## src/mcr_pkg.sv

```systemverilog
`timescale 1ns / 1ps
// ----------------------------------------------------------------------------
// mcr_pkg
// Shared types, widths and constants of the midpoint circle rasterizer.
// ----------------------------------------------------------------------------
package mcr_pkg;

    // coordinate and field widths
    localparam int COORD_W   = 12;
    localparam int RAD_W     = 10;
    localparam int LOOP_W    = RAD_W + 1;
    localparam int OFF_W     = LOOP_W + 1;
    localparam int DEC_W     = 16;
    localparam int COLOUR_W  = 16;
    localparam int MODE_W    = 2;
    localparam int SLOTS     = 4;
    localparam int SLOT_W    = $clog2(SLOTS);
    localparam int SUM_W     = ((COORD_W > OFF_W) ? COORD_W : OFF_W) + 1;

    typedef logic signed [COORD_W-1:0] coord_t;
    typedef logic signed [OFF_W-1:0]   off_t;
    typedef logic signed [SUM_W-1:0]   sum_t;
    typedef logic signed [DEC_W-1:0]   dec_t;

    // item kinds
    localparam logic KIND_START = 1'b0;
    localparam logic KIND_STEP  = 1'b1;

    // span slots of one iteration
    localparam logic [SLOT_W-1:0] SLOT_FIRST = SLOT_W'(0);
    localparam logic [SLOT_W-1:0] SLOT_LAST  = SLOT_W'(SLOTS - 1);

    // midpoint decision constants
    localparam dec_t DEC_INIT    = DEC_W'(3);
    localparam dec_t DEC_INC_IN  = DEC_W'(6);
    localparam dec_t DEC_INC_OUT = DEC_W'(10);
    localparam int   DEC_SHIFT   = 2;

    // saturation bounds
    localparam coord_t COORD_HI = coord_t'((1 << (COORD_W - 1)) - 1);
    localparam coord_t COORD_LO = coord_t'(-(1 << (COORD_W - 1)));
    localparam sum_t   SUM_HI   = sum_t'((1 << (COORD_W - 1)) - 1);
    localparam sum_t   SUM_LO   = sum_t'(-(1 << (COORD_W - 1)));

    typedef enum logic {
        ST_IDLE,
        ST_EMIT
    } seq_state_t;

    // one span request from the sequencer to the output stage
    typedef struct packed {
        logic emit;
        logic last;
        logic done;
        off_t left_off;
        off_t right_off;
        off_t row_off;
    } span_req_t;

    // clamp a widened sum to the signed coordinate range
    function automatic coord_t sat_coord(input sum_t v);
        coord_t res;
        if (v > SUM_HI) begin
            res = COORD_HI;
        end else if (v < SUM_LO) begin
            res = COORD_LO;
        end else begin
            res = coord_t'(v[COORD_W-1:0]);
        end
        return res;
    endfunction

endpackage

```

## src/mcr_coord_unit.sv

```systemverilog
`timescale 1ns / 1ps
// ----------------------------------------------------------------------------
// mcr_coord_unit
// Shared span coordinate unit: adds offsets to the centre and saturates.
// ----------------------------------------------------------------------------
module mcr_coord_unit
    import mcr_pkg::*;
(
    input  coord_t org_x,
    input  coord_t org_y,
    input  off_t   left_off,
    input  off_t   right_off,
    input  off_t   row_off,
    output coord_t left,
    output coord_t right,
    output coord_t row
);

    sum_t left_sum;
    sum_t right_sum;
    sum_t row_sum;

    // widen, add, clamp
    assign left_sum  = sum_t'(org_x) + sum_t'(left_off);
    assign right_sum = sum_t'(org_x) + sum_t'(right_off);
    assign row_sum   = sum_t'(org_y) + sum_t'(row_off);

    assign left  = sat_coord(left_sum);
    assign right = sat_coord(right_sum);
    assign row   = sat_coord(row_sum);

endmodule

```

## src/mcr_seq.sv

```systemverilog
`timescale 1ns / 1ps
// ----------------------------------------------------------------------------
// mcr_seq
// Shape state and slot sequencer: walks the span slots of one iteration,
// then applies the midpoint decision update.
// ----------------------------------------------------------------------------
module mcr_seq
    import mcr_pkg::*;
(
    input  logic                clk,
    input  logic                rst_n,
    input  logic                item_valid,
    output logic                item_stall,
    input  logic                kind,
    input  coord_t              center_x,
    input  coord_t              center_y,
    input  logic [RAD_W-1:0]    radius,
    input  logic [COLOUR_W-1:0] paint,
    input  logic [MODE_W-1:0]   mode,
    input  logic                slot_go,
    output span_req_t           req,
    output coord_t              org_x,
    output coord_t              org_y,
    output logic [COLOUR_W-1:0] colour
);

    seq_state_t                state_reg, state_next;
    logic [SLOT_W-1:0]         slot_reg, slot_next;
    logic                      busy_reg, busy_next;
    coord_t                    orig_x_reg, orig_x_next;
    coord_t                    orig_y_reg, orig_y_next;
    logic [LOOP_W-1:0]         step_x_reg, step_x_next;
    logic signed [LOOP_W-1:0]  step_y_reg, step_y_next;
    dec_t                      decision_reg, decision_next;
    logic [COLOUR_W-1:0]       colour_reg, colour_next;
    logic [MODE_W-1:0]         mode_reg, mode_next;

    off_t                      x_s;
    off_t                      y_s;
    off_t                      y_adv;
    off_t                      xn;
    off_t                      yn;
    logic                      filled;
    logic                      row_neg;
    logic                      dec_neg;
    logic                      adv;
    logic                      fin;
    logic [SLOTS-1:0]          mask;
    logic                      later;
    dec_t                      x_d;
    dec_t                      diff_d;
    dec_t                      delta;
    logic                      accept;
    logic                      slot_done;

    // loop values and the outcome of this iteration
    always_comb
    begin
        x_s     = off_t'({1'b0, step_x_reg});
        y_s     = off_t'(step_y_reg);
        filled  = mode_reg[1];
        row_neg = mode_reg[0];
        dec_neg = decision_reg[DEC_W-1];
        adv     = !filled || (x_s < y_s);
        y_adv   = dec_neg ? y_s : y_s - off_t'(1);
        xn      = adv ? x_s + off_t'(1) : x_s;
        yn      = adv ? y_adv : y_s;
        fin     = filled ? (xn >= yn) : (xn > yn);
        if (filled) begin
            mask = {1'b0, (xn == yn), (adv && !dec_neg), adv};
        end else begin
            mask = {SLOTS{1'b1}};
        end
        x_d    = dec_t'(x_s);
        diff_d = dec_t'(x_s) - dec_t'(y_s);
        delta  = dec_neg ? (x_d <<< DEC_SHIFT) + DEC_INC_IN
                         : (diff_d <<< DEC_SHIFT) + DEC_INC_OUT;
    end

    // offsets and flags of the current slot
    always_comb
    begin
        req.left_off  = '0;
        req.right_off = '0;
        req.row_off   = '0;
        case (slot_reg)
            2'd0:
            begin
                if (filled) begin
                    req.right_off = y_s;
                    req.row_off   = -x_s;
                end else begin
                    req.left_off  = x_s;
                    req.right_off = x_s;
                    req.row_off   = row_neg ? -y_s : y_s;
                end
            end
            2'd1:
            begin
                if (filled) begin
                    req.right_off = x_s;
                    req.row_off   = -y_s;
                end else begin
                    req.left_off  = -x_s;
                    req.right_off = -x_s;
                    req.row_off   = row_neg ? -y_s : y_s;
                end
            end
            2'd2:
            begin
                if (filled) begin
                    req.right_off = yn;
                    req.row_off   = -xn;
                end else begin
                    req.left_off  = y_s;
                    req.right_off = y_s;
                    req.row_off   = row_neg ? -x_s : x_s;
                end
            end
            default:
            begin
                if (!filled) begin
                    req.left_off  = -y_s;
                    req.right_off = -y_s;
                    req.row_off   = row_neg ? -x_s : x_s;
                end
            end
        endcase

        // last enabled slot of this iteration
        case (slot_reg)
            2'd0:    later = |mask[3:1];
            2'd1:    later = |mask[3:2];
            2'd2:    later = mask[3];
            default: later = 1'b0;
        endcase
        req.emit = (state_reg == ST_EMIT) && mask[slot_reg];
        req.last = !later;
        req.done = !later && fin;
    end

    assign item_stall = (state_reg != ST_IDLE);
    assign accept     = item_valid && !item_stall;
    assign slot_done  = (state_reg == ST_EMIT) && (!mask[slot_reg] || slot_go);

    // next state and shape registers
    always_comb
    begin
        state_next    = state_reg;
        slot_next     = slot_reg;
        busy_next     = busy_reg;
        orig_x_next   = orig_x_reg;
        orig_y_next   = orig_y_reg;
        step_x_next   = step_x_reg;
        step_y_next   = step_y_reg;
        decision_next = decision_reg;
        colour_next   = colour_reg;
        mode_next     = mode_reg;
        case (state_reg)
            ST_IDLE:
            begin
                if (accept) begin
                    if (kind == KIND_START) begin
                        orig_x_next   = center_x;
                        orig_y_next   = center_y;
                        step_x_next   = '0;
                        step_y_next   = LOOP_W'(radius);
                        decision_next = DEC_INIT - dec_t'({radius, 1'b0});
                        colour_next   = paint;
                        mode_next     = mode;
                        busy_next     = 1'b1;
                    end else if (busy_reg) begin
                        state_next = ST_EMIT;
                        slot_next  = SLOT_FIRST;
                    end
                end
            end
            ST_EMIT:
            begin
                if (slot_done) begin
                    slot_next = slot_reg + SLOT_W'(1);
                    if (slot_reg == SLOT_LAST) begin
                        if (adv) begin
                            step_x_next   = xn[LOOP_W-1:0];
                            step_y_next   = yn[LOOP_W-1:0];
                            decision_next = decision_reg + delta;
                        end
                        busy_next  = !fin;
                        state_next = ST_IDLE;
                    end
                end
            end
            default:
            begin
                state_next = ST_IDLE;
            end
        endcase
    end

    // state register
    always_ff @(posedge clk or negedge rst_n)
    begin
        if (!rst_n) begin
            state_reg <= ST_IDLE;
        end else begin
            state_reg <= state_next;
        end
    end

    // shape registers
    always_ff @(posedge clk or negedge rst_n)
    begin
        if (!rst_n) begin
            slot_reg     <= '0;
            busy_reg     <= 1'b0;
            orig_x_reg   <= '0;
            orig_y_reg   <= '0;
            step_x_reg   <= '0;
            step_y_reg   <= '0;
            decision_reg <= '0;
            colour_reg   <= '0;
            mode_reg     <= '0;
        end else begin
            slot_reg     <= slot_next;
            busy_reg     <= busy_next;
            orig_x_reg   <= orig_x_next;
            orig_y_reg   <= orig_y_next;
            step_x_reg   <= step_x_next;
            step_y_reg   <= step_y_next;
            decision_reg <= decision_next;
            colour_reg   <= colour_next;
            mode_reg     <= mode_next;
        end
    end

    assign org_x  = orig_x_reg;
    assign org_y  = orig_y_reg;
    assign colour = colour_reg;

`ifndef SYNTH
    // an active shape never has x beyond y
    assert property (@(posedge clk) disable iff (!rst_n)
        busy_reg |-> (off_t'({1'b0, step_x_reg}) <= off_t'(step_y_reg)))
        else $error("loop x passed loop y while busy");

    // the finishing iteration leaves the block idle
    assert property (@(posedge clk) disable iff (!rst_n)
        (state_reg == ST_EMIT && slot_reg == SLOT_LAST && slot_done && fin)
        |=> (!busy_reg && state_reg == ST_IDLE))
        else $error("shape still busy after finishing iteration");

    // a waiting slot holds its place
    assert property (@(posedge clk) disable iff (!rst_n)
        (state_reg == ST_EMIT && !slot_done) |=> $stable(slot_reg))
        else $error("slot moved while its span was waiting");

    // done only on the final span of a step
    assert property (@(posedge clk) disable iff (!rst_n)
        (req.emit && req.done) |-> req.last)
        else $error("done flagged on a span that is not last");
`endif

endmodule

```

## src/midpoint_circle_rasterizer_unit.sv

```systemverilog
`timescale 1ns / 1ps
// ----------------------------------------------------------------------------
// midpoint_circle_rasterizer_unit
// Midpoint circle generator: start items load a shape, step items emit spans.
// ----------------------------------------------------------------------------
// Start item: no span; the block stays idle and is ready again the next cycle.
// Step item: the sequencer walks four span slots through the shared coordinate
// unit at one slot per cycle while the output is not stalled; an enabled slot
// waits while its span is held. The step is registered into the sequencer
// state, each span into the output register; items wait for the last slot.
// Reset (rst_n low, asynchronous) leaves the block idle with no shape loaded.
// ----------------------------------------------------------------------------
module midpoint_circle_rasterizer_unit
    import mcr_pkg::*;
(
    input  logic                clk,
    input  logic                rst_n,
    input  logic                item_valid,
    output logic                item_stall,
    input  logic                kind,
    input  coord_t              center_x,
    input  coord_t              center_y,
    input  logic [RAD_W-1:0]    radius,
    input  logic [COLOUR_W-1:0] paint,
    input  logic [MODE_W-1:0]   mode,
    output logic                span_valid,
    input  logic                span_stall,
    output coord_t              span_left,
    output coord_t              span_right,
    output coord_t              span_row,
    output logic [COLOUR_W-1:0] pixel_colour,
    output logic                last_of_step,
    output logic                done_res
);

    span_req_t           req;
    coord_t              org_x;
    coord_t              org_y;
    logic [COLOUR_W-1:0] colour;
    coord_t              left;
    coord_t              right;
    coord_t              row;
    logic                slot_go;
    logic                load;

    logic                out_valid_reg, out_valid_next;
    coord_t              left_reg;
    coord_t              right_reg;
    coord_t              row_reg;
    logic [COLOUR_W-1:0] colour_reg;
    logic                last_reg;
    logic                done_reg;

    mcr_seq u_seq (
        .clk        (clk),
        .rst_n      (rst_n),
        .item_valid (item_valid),
        .item_stall (item_stall),
        .kind       (kind),
        .center_x   (center_x),
        .center_y   (center_y),
        .radius     (radius),
        .paint      (paint),
        .mode       (mode),
        .slot_go    (slot_go),
        .req        (req),
        .org_x      (org_x),
        .org_y      (org_y),
        .colour     (colour)
    );

    mcr_coord_unit u_coord (
        .org_x     (org_x),
        .org_y     (org_y),
        .left_off  (req.left_off),
        .right_off (req.right_off),
        .row_off   (req.row_off),
        .left      (left),
        .right     (right),
        .row       (row)
    );

    // output register takes a span when empty or being drained
    assign slot_go = !out_valid_reg || !span_stall;
    assign load    = req.emit && slot_go;

    always_comb
    begin
        if (load) begin
            out_valid_next = 1'b1;
        end else if (span_stall) begin
            out_valid_next = out_valid_reg;
        end else begin
            out_valid_next = 1'b0;
        end
    end

    always_ff @(posedge clk or negedge rst_n)
    begin
        if (!rst_n) begin
            out_valid_reg <= 1'b0;
        end else begin
            out_valid_reg <= out_valid_next;
        end
    end

    // span payload
    always_ff @(posedge clk)
    begin
        if (load) begin
            left_reg   <= left;
            right_reg  <= right;
            row_reg    <= row;
            colour_reg <= colour;
            last_reg   <= req.last;
            done_reg   <= req.done;
        end
    end

    assign span_valid   = out_valid_reg;
    assign span_left    = left_reg;
    assign span_right   = right_reg;
    assign span_row     = row_reg;
    assign pixel_colour = colour_reg;
    assign last_of_step = last_reg;
    assign done_res     = done_reg;

`ifndef SYNTH
    // new items wait while a step is still producing spans
    assert property (@(posedge clk) disable iff (!rst_n)
        req.emit |-> item_stall)
        else $error("span slot active while items are accepted");

    // a span is never loaded over one that is stalled
    assert property (@(posedge clk) disable iff (!rst_n)
        (out_valid_reg && span_stall) |-> !load)
        else $error("output register overwritten while stalled");

    // a step that ends a shape reports done on its final span
    assert property (@(posedge clk) disable iff (!rst_n)
        (span_valid && done_res) |-> last_of_step)
        else $error("done without last on output");
`endif

endmodule

```

## config.mk

```make
export PLATFORM = sky130hd
export DESIGN_NAME = midpoint_circle_rasterizer_unit
export DESIGN_NICKNAME = d
export VERILOG_FILES = /design/src/mcr_pkg.sv /design/src/mcr_coord_unit.sv /design/src/mcr_seq.sv /design/src/midpoint_circle_rasterizer_unit.sv
export SDC_FILE = /design/constraint.sdc
export NUM_CORES = 1
export LEC_CHECK = 0
export BUFFER_PORTS_ARGS = -buffer_cell sky130_fd_sc_hd__buf_4
export CORE_MARGIN = 2
export CORE_UTILIZATION = 40
export DETAILED_ROUTE_END_ITERATION = 10
export PLACE_DENSITY = 0.72
export RECOVER_POWER = 25
export SLEW_MARGIN = 5
export SYNTH_ARGS = -nofsm -noshare
export SYNTH_HDL_FRONTEND = slang
export SYNTH_SLANG_ARGS = --single-unit
```

## constraint.sdc

```tcl
create_clock -name clk -period 5.9 [get_ports clk]
set_input_delay 0.295 -clock clk [delete_from_list [all_inputs] [get_ports clk]]
set_output_delay 0.295 -clock clk [all_outputs]
set_load 0.02 [all_outputs]
```

# After elaboration in Yosys (flattened, before gate mapping)
# Cells that the tools add are included.
# word_totals
inputBits	57
reg_bits	139
out_inout_bits	56
elab_cells	137
# op_classes
n_reduce_logical	24
order_cmp	10
muxes	58
addsub	14
eq_ne	12
bitwise	2
# ops
op	n
2-to-1 mux 11 bit	11
2-to-1 mux 12 bit	10
one-hot mux 36 bit (3 select lines)	1
2-to-1 mux 16 bit	6
2-to-1 mux 24 bit	3
one-hot mux 11 bit (2 select lines)	2
adder 12 x 12 -> 13 bit	3
greater-than comparator 13 x 12 -> 1 bit (second input constant)	3
< comparator 13 x 12 -> 1 bit (second input constant)	3
2-to-1 mux 36 bit	1
one-hot mux 16 bit (2 select lines)	1
negation 11 -> 12 bit	2
adder 16 bit	1
adder 16 x 5 -> 16 bit (second input constant)	1
adder 13 x 3 -> 14 bit (second input constant)	1
2-to-1 mux 1 bit	13
subtractor 12 x 11 -> 13 bit	1
adder 11 x 1 -> 12 bit (second input constant)	1
== test 12 bit	1
greater-or-equal comparator 12 bit	1
greater-than comparator 12 bit	1
< comparator 12 x 11 -> 1 bit	1
negation 12 bit	1
subtractor 11 x 2 -> 12 bit (second input constant)	1
23 further kinds	50

# Logic depth before layout (Yosys ltp)
# Gate-level depths: netlist (run 1).
# depth
ltp_word	12
depth_mapped	29
mapped_depth_nobuf	25

# Cells and area by module
# Synthesis (run 1) repeated with hierarchy kept, for this count alone.
# unflattened
hier_cells	1443
hier_area_um2	12390.6
# modules_own_cells
module	seq_area_each_um2	cells_each	instances	area_each_um2
mcr_seq	2077.0	1083	1	8473.1
mcr_coord_unit	0.0	302	1	2248.4
midpoint_circle_rasterizer_unit	1646.6	58	1	1669.1

# Least setup slack after synthesis (run 1)
# OpenSTA, ideal clock, no wires.
# synth_timing
path_kind	register to register
from	register u_seq.step_x_reg[10]
to	register done_reg (netlist: done_res), enable pin
synth_period_minus_slack_ps	5713
stages_incl_launch_ff	19
setup_slack_ps	187
n_path_buf	2
t_required_ps	5483
setup_ps	417
arrival_ps	5295
cell_sequence	dfrtp_1 -> clkbuf_1 -> inv_1 -> ha_1 -> o21ai_0 -> a211o_1 -> o221ai_2 -> buf_2 -> nand2_1 -> o21ai_0 -> inv_1 -> ha_1 -> nand4_1 -> nor4_1 -> o221ai_2 -> o21ai_0 -> a21oi_1 -> a211oi_1 -> and2_1
# synth_via
elab_chain_cells	9
elab_cells_between_ends	12
classes_between	add/sub: 1; order compare: 1; eq/ne: 1; mux: 5; reduce/logical: 4
# synth_rtl
item	line_no	rtl
start, declared	mcr_seq.sv:32	logic [LOOP_W-1:0] step_x_reg, step_x_next;
start signal, assigned	mcr_seq.sv:228	step_x_reg <= step_x_next;
< comparator 12 x 11 -> 1 bit	mcr_seq.sv:64	adv = !filled || (x_s < y_s);
logical OR 1 bit	mcr_seq.sv:64	
2-to-1 mux 12 bit, on equally long branches	mcr_seq.sv:66, mcr_seq.sv:67	
== test 12 bit	mcr_seq.sv:70	mask = {1'b0, (xn == yn), (adv && !dec_neg), adv};
2-to-1 mux 4 bit *	mcr_seq.sv:69	if (filled) begin
binary-select mux 1 bit (select 2 bit) *	mcr_seq.sv:137	req.emit = (state_reg == ST_EMIT) && mask[slot_reg];
2-to-1 mux 1 bit (implied by the code) *	mcr_seq.sv:137	
logical AND 1 bit *	mcr_seq.sv:137	
logical AND 1 bit *	midpoint_circle_rasterizer_unit.sv:85	assign load = req.emit && slot_go;
via load	midpoint_circle_rasterizer_unit.sv:44	logic load;
end signal, assigned	midpoint_circle_rasterizer_unit.sv:116	done_reg <= req.done;
end, declared	midpoint_circle_rasterizer_unit.sv:52	logic done_reg;
# The timed path passes the listed nets; every way through them passes the cells marked *. The select of a mux whose other input is x is not followed.
# A chain may end at the register's enable or synchronous reset.

# Worst setup path in the final report (run 1)
# layout_timing
from	register u_seq.step_y_reg[5]
to	register row_reg[9] (netlist: span_row[9]), data pin
# layout_via
elab_chain_cells	9
elab_cells_between_ends	14
classes_between	add/sub: 3; order compare: 3; mux: 7; reduce/logical: 1
# layout_rtl
item	line_no	rtl
start, declared	mcr_seq.sv:33	logic signed [LOOP_W-1:0] step_y_reg, step_y_next;
start signal, assigned	mcr_seq.sv:229	step_y_reg <= step_y_next;
< comparator 12 x 11 -> 1 bit	mcr_seq.sv:64	
logical OR 1 bit	mcr_seq.sv:64	
2-to-1 mux 12 bit	mcr_seq.sv:66	xn = adv ? x_s + off_t'(1) : x_s;
negation 12 bit	mcr_seq.sv:113	req.row_off = -xn;
2-to-1 mux 24 bit	mcr_seq.sv:111	if (filled) begin
one-hot mux 36 bit (3 select lines) *	mcr_seq.sv:86	case (slot_reg)
adder 12 x 12 -> 13 bit *	mcr_coord_unit.sv:26	assign row_sum = sum_t'(org_y) + sum_t'(row_off);
< comparator 13 x 12 -> 1 bit	mcr_pkg.sv:65	end else if (v < SUM_LO) begin
2-to-1 mux 12 bit	mcr_pkg.sv:65	
end signal, assigned	midpoint_circle_rasterizer_unit.sv:113	row_reg <= row;
end, declared	midpoint_circle_rasterizer_unit.sv:49	coord_t row_reg;
# Mark *: on every way between the ends. The rest lies on a longest branch, timed or not.

==> results of run 1 <==
[routing by layer]
layer / vias to the layer above / routed length [um] / part of all wire
met2: 499 / 18200 / 0.46
li1: 5303 / - / -
met5: - / 0 / 0
met3: 120 / 2930 / 0.075
met4: 0 / 2160 / 0.055
met1: 5252 / 15900 / 0.41
[worst reg2reg max path, cell delays in order (launching register included)]
cell and delay (ns):
dfrtp_2 0.44, inv_1 0.12, ha_1 0.40, or2_2 0.35
o2111ai_1 0.24, a31oi_2 0.09, o221a_4 0.32, buf_4 0.20
or3_1 0.32, and2_1 0.24, xor2_1 0.18, a32oi_1 0.26
o22ai_1 0.16, ha_1 0.36, a21oi_1 0.14, o21bai_1 0.10
a21oi_1 0.15, o21bai_1 0.10, a21o_1 0.20, a31o_2 0.27
a41o_1 0.29, nor2_1 0.12, buf_4 0.18, o21ai_0 0.12
[cells in the mapped netlist (10+ instances only)]
cell      count
or3_1        12
xor2_1       40
inv_1        62
a21o_1       13
o21ai_0     112
o21a_1       11
o211ai_1     14
nor2b_1      10
dfrtp_1      84
a21oi_1     127
nor2_1      105
xnor2_1      89
o22ai_1      14
nor3_1       32
a221oi_1     10
o21bai_1     10
ha_1         83
edfxtp_1     54
clkbuf_1     61
a31oi_1      11
nand2_1     224
and3_1       15
mux2i_1      10
nand3_1      40
buf_2        16
[placed cells by master, fill, tap and decap left out, types with 15 or more instances in the layout]
cell type	n
nand2_1	222
buf_4	168
a21oi_1	124
o21ai_0	112
nor2_1	104
xnor2_1	89
ha_1	83
dfrtp_1	82
inv_1	61
edfxtp_1	54
nand3_1	40
xor2_1	40
nor3_1	32
clkbuf_1	32
clkbuf_16	17
and3_1	15
[stage by stage]
stage,TNS (ns),hold WS [ns],instance area [um^2],std cells
after floorplan,0,-0.000591,11400,1412
after global placement,0,0.329,13100,1908
after detailed placement,0,0.334,13100,1908
after CTS,0,0.0215,13700,1941
after global routing,-0.0653,0.0307,13700,1942
final,0,0.0378,13700,1943
[timing repair]
action | in CTS | in global routing
setup buffers | 0 | 1
endpoints found under the hold margin | 36 | 0
endpoints found under the setup margin | 8 | 22
pin swaps | 0 | 2
gates cloned | 0 | 0
hold buffers | 1 | 0
gates resized for setup | 1 | 12
[final cells by class]
type | instances | area share
Antenna cell | 1 | 0.000183
Clock buffer | 18 | 0.0314
Clock inverter | 14 | 0.0117
Inverter | 68 | 0.0187
Multi-Input combinational cell | 1123 | 0.525
Sequential cell | 138 | 0.273
Tap cell | 378 | 0.0346
Timing Repair Buffer | 203 | 0.106
[worst min-delay path by stage]
| stage | end | slack, ns |
|---|---|---|
| 4_1_cts | u_seq.colour[5] | 0.02 |
| 2_1_floorplan | span_valid | -0.0006 |
| 6_report | u_seq.org_x[9] | 0.04 |
| 5_1_grt | u_seq.colour[11] | 0.03 |
| 3_5_place_dp | u_seq.decision_reg[11] | 0.33 |
| 3_3_place_gp | u_seq.decision_reg[11] | 0.33 |
[cells by family (layout without fill, tap and decap cells)]
logic type / after synthesis / after routing / synth area share
flops: 138 / 138 / 0.325
other cells: 0 / 1 / 0
compound gates: 407 / 407 / 0.223
buf+inv: 151 / 303 / 0.0526
simple gates: 487 / 487 / 0.190
xor+xnor: 129 / 129 / 0.0987
fa+ha+maj: 89 / 89 / 0.100
mux: 11 / 11 / 0.00973
==> summary.txt, run 1 <==
Cells and area
  – Register area: 3730 um^2
  – P&R area growth vs syn: 19.4%
  – Nets@finish: 1696
  – Fraction of layout instances using a drive strength above 1: 0.157
  – Filler Cells Inserted: 2741
  – Area occupied by multi-input gates: 7170 um^2
  – Final Core Density: 0.488

Logic synthesis
  – Yosys reg bits: 138
  – Top cells by area, synth: dfrtp_1 18%, edfxtp_1 14%, ha_1 9.1%
  – Dominant register cell in the synthesized netlist: dfrtp_1
  – Mapped Avg Cell Area: just over 8 um^2
  – Synth top area share: 0.184
  – Post-synth top area cell: dfrtp_1
  – Yosys cell types: between 70 and 80
  – Post-Syn Area: ~11000 um^2
  – Seq/Total Area, Yosys: 0.325
  – Synth Instances: about 1400
  – Post-synth EDFFs: 54
  – Synthesis Warnings: 0
  – Async S/R FF share, synth: 0.609
  – Post-Syn Nets: 1557

Setup path
  – CP endpoint: span_row[9]
  – Worst Setup Start Kind: flip-flop
  – CP Capture Type: flip-flop
  – Critical path's slowest cell: dfrtp_2
  – Worst path cell trace: inv_1, ha_1, or2_2, o2111ai_1, a31oi_2, o221a_4, buf_4, or3_1, and2_1, xor2_1, a32oi_1, o22ai_1, ha_1, a21oi_1, o21bai_1, a21oi_1, o21bai_1, a21o_1, a31o_2, a41o_1, nor2_1, buf_4, o21ai_0
  – Buf/Inv on CP: 3
  – FF-to-FF End: span_row[9]
  – Worst r2r src: u_seq.step_y_reg[5]
  – Critical Path Source: u_seq.step_y_reg[5]
  – Crit Path Class: reg2reg
  – CP Data Arrival Time: 5.81 ns
  – Crit path depth: 23
  – Maximum fanout along the worst path: 11
  – Top cell family by delay on the critical path: compound AO/OA/AOI/OAI gates
  – Worst reg2reg setup slack: 0.27 ns
  – WP data required: 6.08 ns
  – R2R cell count: 23
  – Critical Path Max Stage Delay: ~0.44 ns

STA
  – Final count of hold timing violations: 0
  – Tmin final: 5.63 ns
  – Final worst setup slack: 0.270 ns
  – Pins Over Slew Limit: 38
  – RSZ-0062 raised after global routing: true
  – Worst slew pin tran: 2.53 ns
  – Fmax: between 0.15 and 0.2 GHz
  – Worst clock skew: around 0.012 ns
  – Final setup violating endpoints: 0
  – Slew margin rel.: -0.690
  – Final cycle utilization of the critical path: 0.954

Clock network
  – Total CTS buffers: 17
  – CTS tree: built
  – Sink Count: 138
  – Clk buf depth: 2
  – Clock latency on the worst-skew pair: 0.45 ns
  – H-tree depth: 4
  – Worst-path clk slew: 0.06 ns
  – Clock root cell: clkbuf_16

Routing
  – DRT Wirelength: 39200 um
  – Average wire per standard cell: 20.2 um
  – DR DRC count: 0
  – Vias: ~11000
  – Initial drt markers: around 990
  – Pre-antenna DRT Iters: 6
  – Routed Antenna Nets: 0
  – Routed vias/inst: between 5 and 6

Min path
  – Hold Crit Class: in2reg
  – Hold path start: center_x[9]
  – Hold depth: 3

Place
  – IO buf count: 112
  – Gpl congestion: 1.02
  – Worst slack, placed: 0.0157 ns
  – Post-DP HPWL: 29400 um

Floorplan
  – Die Y: around 170 um
  – Ports: ~110
  – Core Region: ~28000 um^2
  – Die width: around 170 um
  – Starting Density: 0.409
  – Die ar.: 30000 um^2
  – Placement row count: approximately 60

Global routing
  – GRT Overall Usage: 0.261
  – Met1 usage: 0.320
  – First-pass GRT wire length: 60900 um
  – Grt total ovfl: 0
  – Vias in the first global route: between 10000 and 15000
  – GR Util met3: 0.0613
  – Antenna violations before repair: 0
  – Busiest grt layer: met2
  – Largest net degree at the start of global routing: between 50 and 60
  – Met2 usage: 0.422

Outcome
  – Violated checks: capacitance limit, slew limit
  – Status: finished with violations

Job
  – Max Cap Violations: 1
Power of run 1 is not shown: default switching activity piles up to over one toggle a cycle in this logic, so the estimate is an artifact.
==> run 2, diff against run 1 <==
Settings changed: SYNTH_HIERARCHICAL from default to 1.
==> run 2 against run 1 <==
Effect of this change: the flow now finishes without violations; worst setup slack better by 0.10 ns; cell area rose by 4.3%; non-clock buffer count decreased by 40; global-route usage down 1.7 points; largest cell class unchanged.
==> summary.txt, run 2 <==
Clock network
  – H-tree depth: 4
  – Clk buf depth: 2
  – Total CTS buffers: 17
  – Clock root cell: clkbuf_16
  – Sink Count: 138
  – Clock latency on the worst-skew pair: 0.45 ns
  – CTS tree: built
  – Worst-path clk slew: about 0.06 ns

STA
  – Pins Over Slew Limit: 0
  – Setup TNS Final: 0 ns
  – RSZ-0062 raised after global routing: false
  – Worst clock skew: 0.0110 ns
  – Final cycle utilization of the critical path: 0.937
  – Fmax: 0.181 GHz
  – Worst slew pin tran: roughly 1.3 ns
  – Final count of hold timing violations: 0
  – Final setup violating endpoints: 0
  – Tmin final: between 5 and 6 ns
  – Slew margin rel.: 0.160

Cells and area
  – Post-route cell area: 14300 um^2
  – Ant. Diodes: 0
  – Register area: 3720 um^2
  – Filler Cells Inserted: 2914
  – Nets@finish: 1690
  – Most frequent cells in the layout: 131 x nor2_1, 111 x buf_4, 110 x nand2_1
  – Area occupied by multi-input gates: 8090 um^2
  – P&R area growth vs syn: 15.1%
  – Fraction of layout instances using a drive strength above 1: 0.157
  – Most common cell after layout, fill and taps aside: nor2_1

Logic synthesis
  – Post-Syn Area: 12400 um^2
  – Yosys cell types: 100
  – Post-synth top area cell: dfrtp_1
  – Mapped Avg Cell Area: 8.59 um^2
  – Async S/R FF share, synth: 0.609
  – Top cells by area, synth: dfrtp_1 17%, edfxtp_1 13%, ha_1 8.5%
  – Seq/Total Area, Yosys: 0.301
  – Synthesis Warnings: 6
  – Post-Syn Nets: about 1600
  – Post-synth EDFFs: 54
  – Dominant register cell in the synthesized netlist: dfrtp_1
  – Yosys reg bits: between 100 and 150
  – Synth Instances: roughly 1400
  – Synth top area share: 0.170
  – Count leader, synth: nor2_1
  – Synth top cells by count: 131 x nor2_1, 110 x nand2_1, 109 x a21oi_1, 104 x o21ai_0, 93 x xnor2_1

Floorplan
  – Die Y: 180 um
  – Die ar.: 32400 um^2
  – Die width: 180 um
  – Core Region: 30500 um^2
  – Starting Density: 0.406
  – Ports: 113
  – Placement row count: 64

Place
  – Post-DP HPWL: 29800 um
  – Placed Instance Area: between 10000 and 15000 um^2
  – IO buf count: 112
  – Gpl congestion: 1.03

Routing
  – DR top layer: met4
  – Initial drt markers: approximately 1300
  – DR DRC count: 0
  – DRT Wirelength: 39700 um
  – Routed wl met3: 3440 um
  – Routed vias/inst: 6.05
  – Pre-antenna DRT Iters: 8
  – Vias: roughly 12000
  – Met2 wire len: 17800 um
  – Average wire per standard cell: 20.3 um
  – Post-Route M1 WL: 16800 um
  – Routed Antenna Nets: 0

Job
  – Max Cap Violations: 0

Setup path
  – Maximum fanout along the worst path: 9
  – R2R cell count: 21
  – Worst Setup Start Kind: flip-flop
  – CP Data Arrival Time: 5.82 ns
  – CP Capture Type: flip-flop
  – Worst r2r src: u_seq/step_y_reg[3]
  – CP endpoint: span_row[1]
  – Critical Path Source: u_seq/step_y_reg[3]
  – FF-to-FF End: span_row[1]
  – Crit Path Class: reg2reg
  – WP data required: 6.19 ns
  – Worst reg2reg setup slack: 0.37 ns

Global routing
  – Antenna violations before repair: 0
  – First-pass GRT wire length: 63000 um
  – Grt total ovfl: 0
  – GRT Overall Usage: 0.244
  – Largest net degree at the start of global routing: 66
  – Vias in the first global route: 11300

Min path
  – Hold Crit Class: in2reg

Outcome
  – Status: completed
[run 2: how the worst min path moves through the flow]
| stage | slack (ns) | cells past startpoint | from | endpoint |
|---|---|---|---|---|
| final | 0.06 | 3 | mode[1] | u_seq/mode_reg[1] |
| after global routing | 0.06 | 2 | center_x[10] | u_seq/org_x[10] |
| after CTS | 0.05 | 3 | mode[1] | u_seq/mode_reg[1] |
| after detailed placement | 0.21 | 1 | rst_n | u_seq/decision_reg[3] |
| after global placement | 0.21 | 1 | rst_n | u_seq/decision_reg[3] |
| after floorplan | -0.0006 | 0 | rst_n | span_valid |
[run 2: layout make-up]
cell class / instances / share of cell area
clock buffers: 18 / 0.0301
flip-flops and latches: 138 / 0.261
multi-input cells: 1154 / 0.567
repair buffers: 163 / 0.0749
inverters: 70 / 0.0184
clock inverters: 14 / 0.0132
well taps: 396 / 0.0348
[run 2: cells by family (layout without fill, tap and decap cells)]
logic type,count (synthesis),in the layout,synth area share
XOR/XNOR,123,123,0.0875
buffers and inverters,151,265,0.0486
multiplexers,55,55,0.0492
AND/OR/NAND/NOR,429,429,0.171
adder cells (fa/ha/maj),112,112,0.112
flip-flops,138,138,0.301
AO/OA/AOI/OAI,435,435,0.231
[run 2: stage by stage]
| stage | setup slack [ns] | cells | util | hold slack (ns) |
|---|---|---|---|---|
| 2_1_floorplan | 0.507 | 1443 | - | -0.000591 |
| 3_3_place_gp | 0.425 | 1918 | 0.452 | 0.205 |
| 3_5_place_dp | 0.322 | 1918 | 0.452 | 0.209 |
| 4_1_cts | 0.296 | 1951 | 0.472 | 0.0484 |
| 5_1_grt | 0.0368 | 1953 | 0.467 | 0.0607 |
| 6_report | 0.371 | 1953 | 0.467 | 0.0600 |
[run 2: critical path, cell delays in order, from the launching register on]
cell and delay [ns]:
dfrtp_1 0.54, inv_1 0.15, ha_1 0.38, o21a_1 0.16, o31a_1 0.17, o2111ai_2 0.46
nand2_1 0.16, xnor2_1 0.24, ha_1 0.27, inv_1 0.07, or4_1 0.53, xor2_1 0.18
o221ai_2 0.12, ha_1 0.37, nand3_1 0.10, o221ai_1 0.20, a41o_1 0.32, o41ai_4 0.10
buf_4 0.18, buf_4 0.13, maj3_1 0.35, a22oi_1 0.18
[run 2: per-layer routing]
| layer | GRT usage | up-vias |
|---|---|---|
| met2 | 0.380 | 608 |
| met1 | 0.325 | 5594 |
| li1 | - | 5498 |
| met4 | 0.112 | 0 |
| met3 | 0.0496 | 115 |
| met5 | 0 | - |
[run 2: what timing repair did]
action / 4_1_cts / 5_1_grt
resized for setup: 0 / 3
setup buffers: 0 / 2
hold buffers: 1 / 0
endpoints found under the setup margin: 0 / 15
hold endpoints to repair: 19 / 0
Power of run 2 is left out for the same reason.
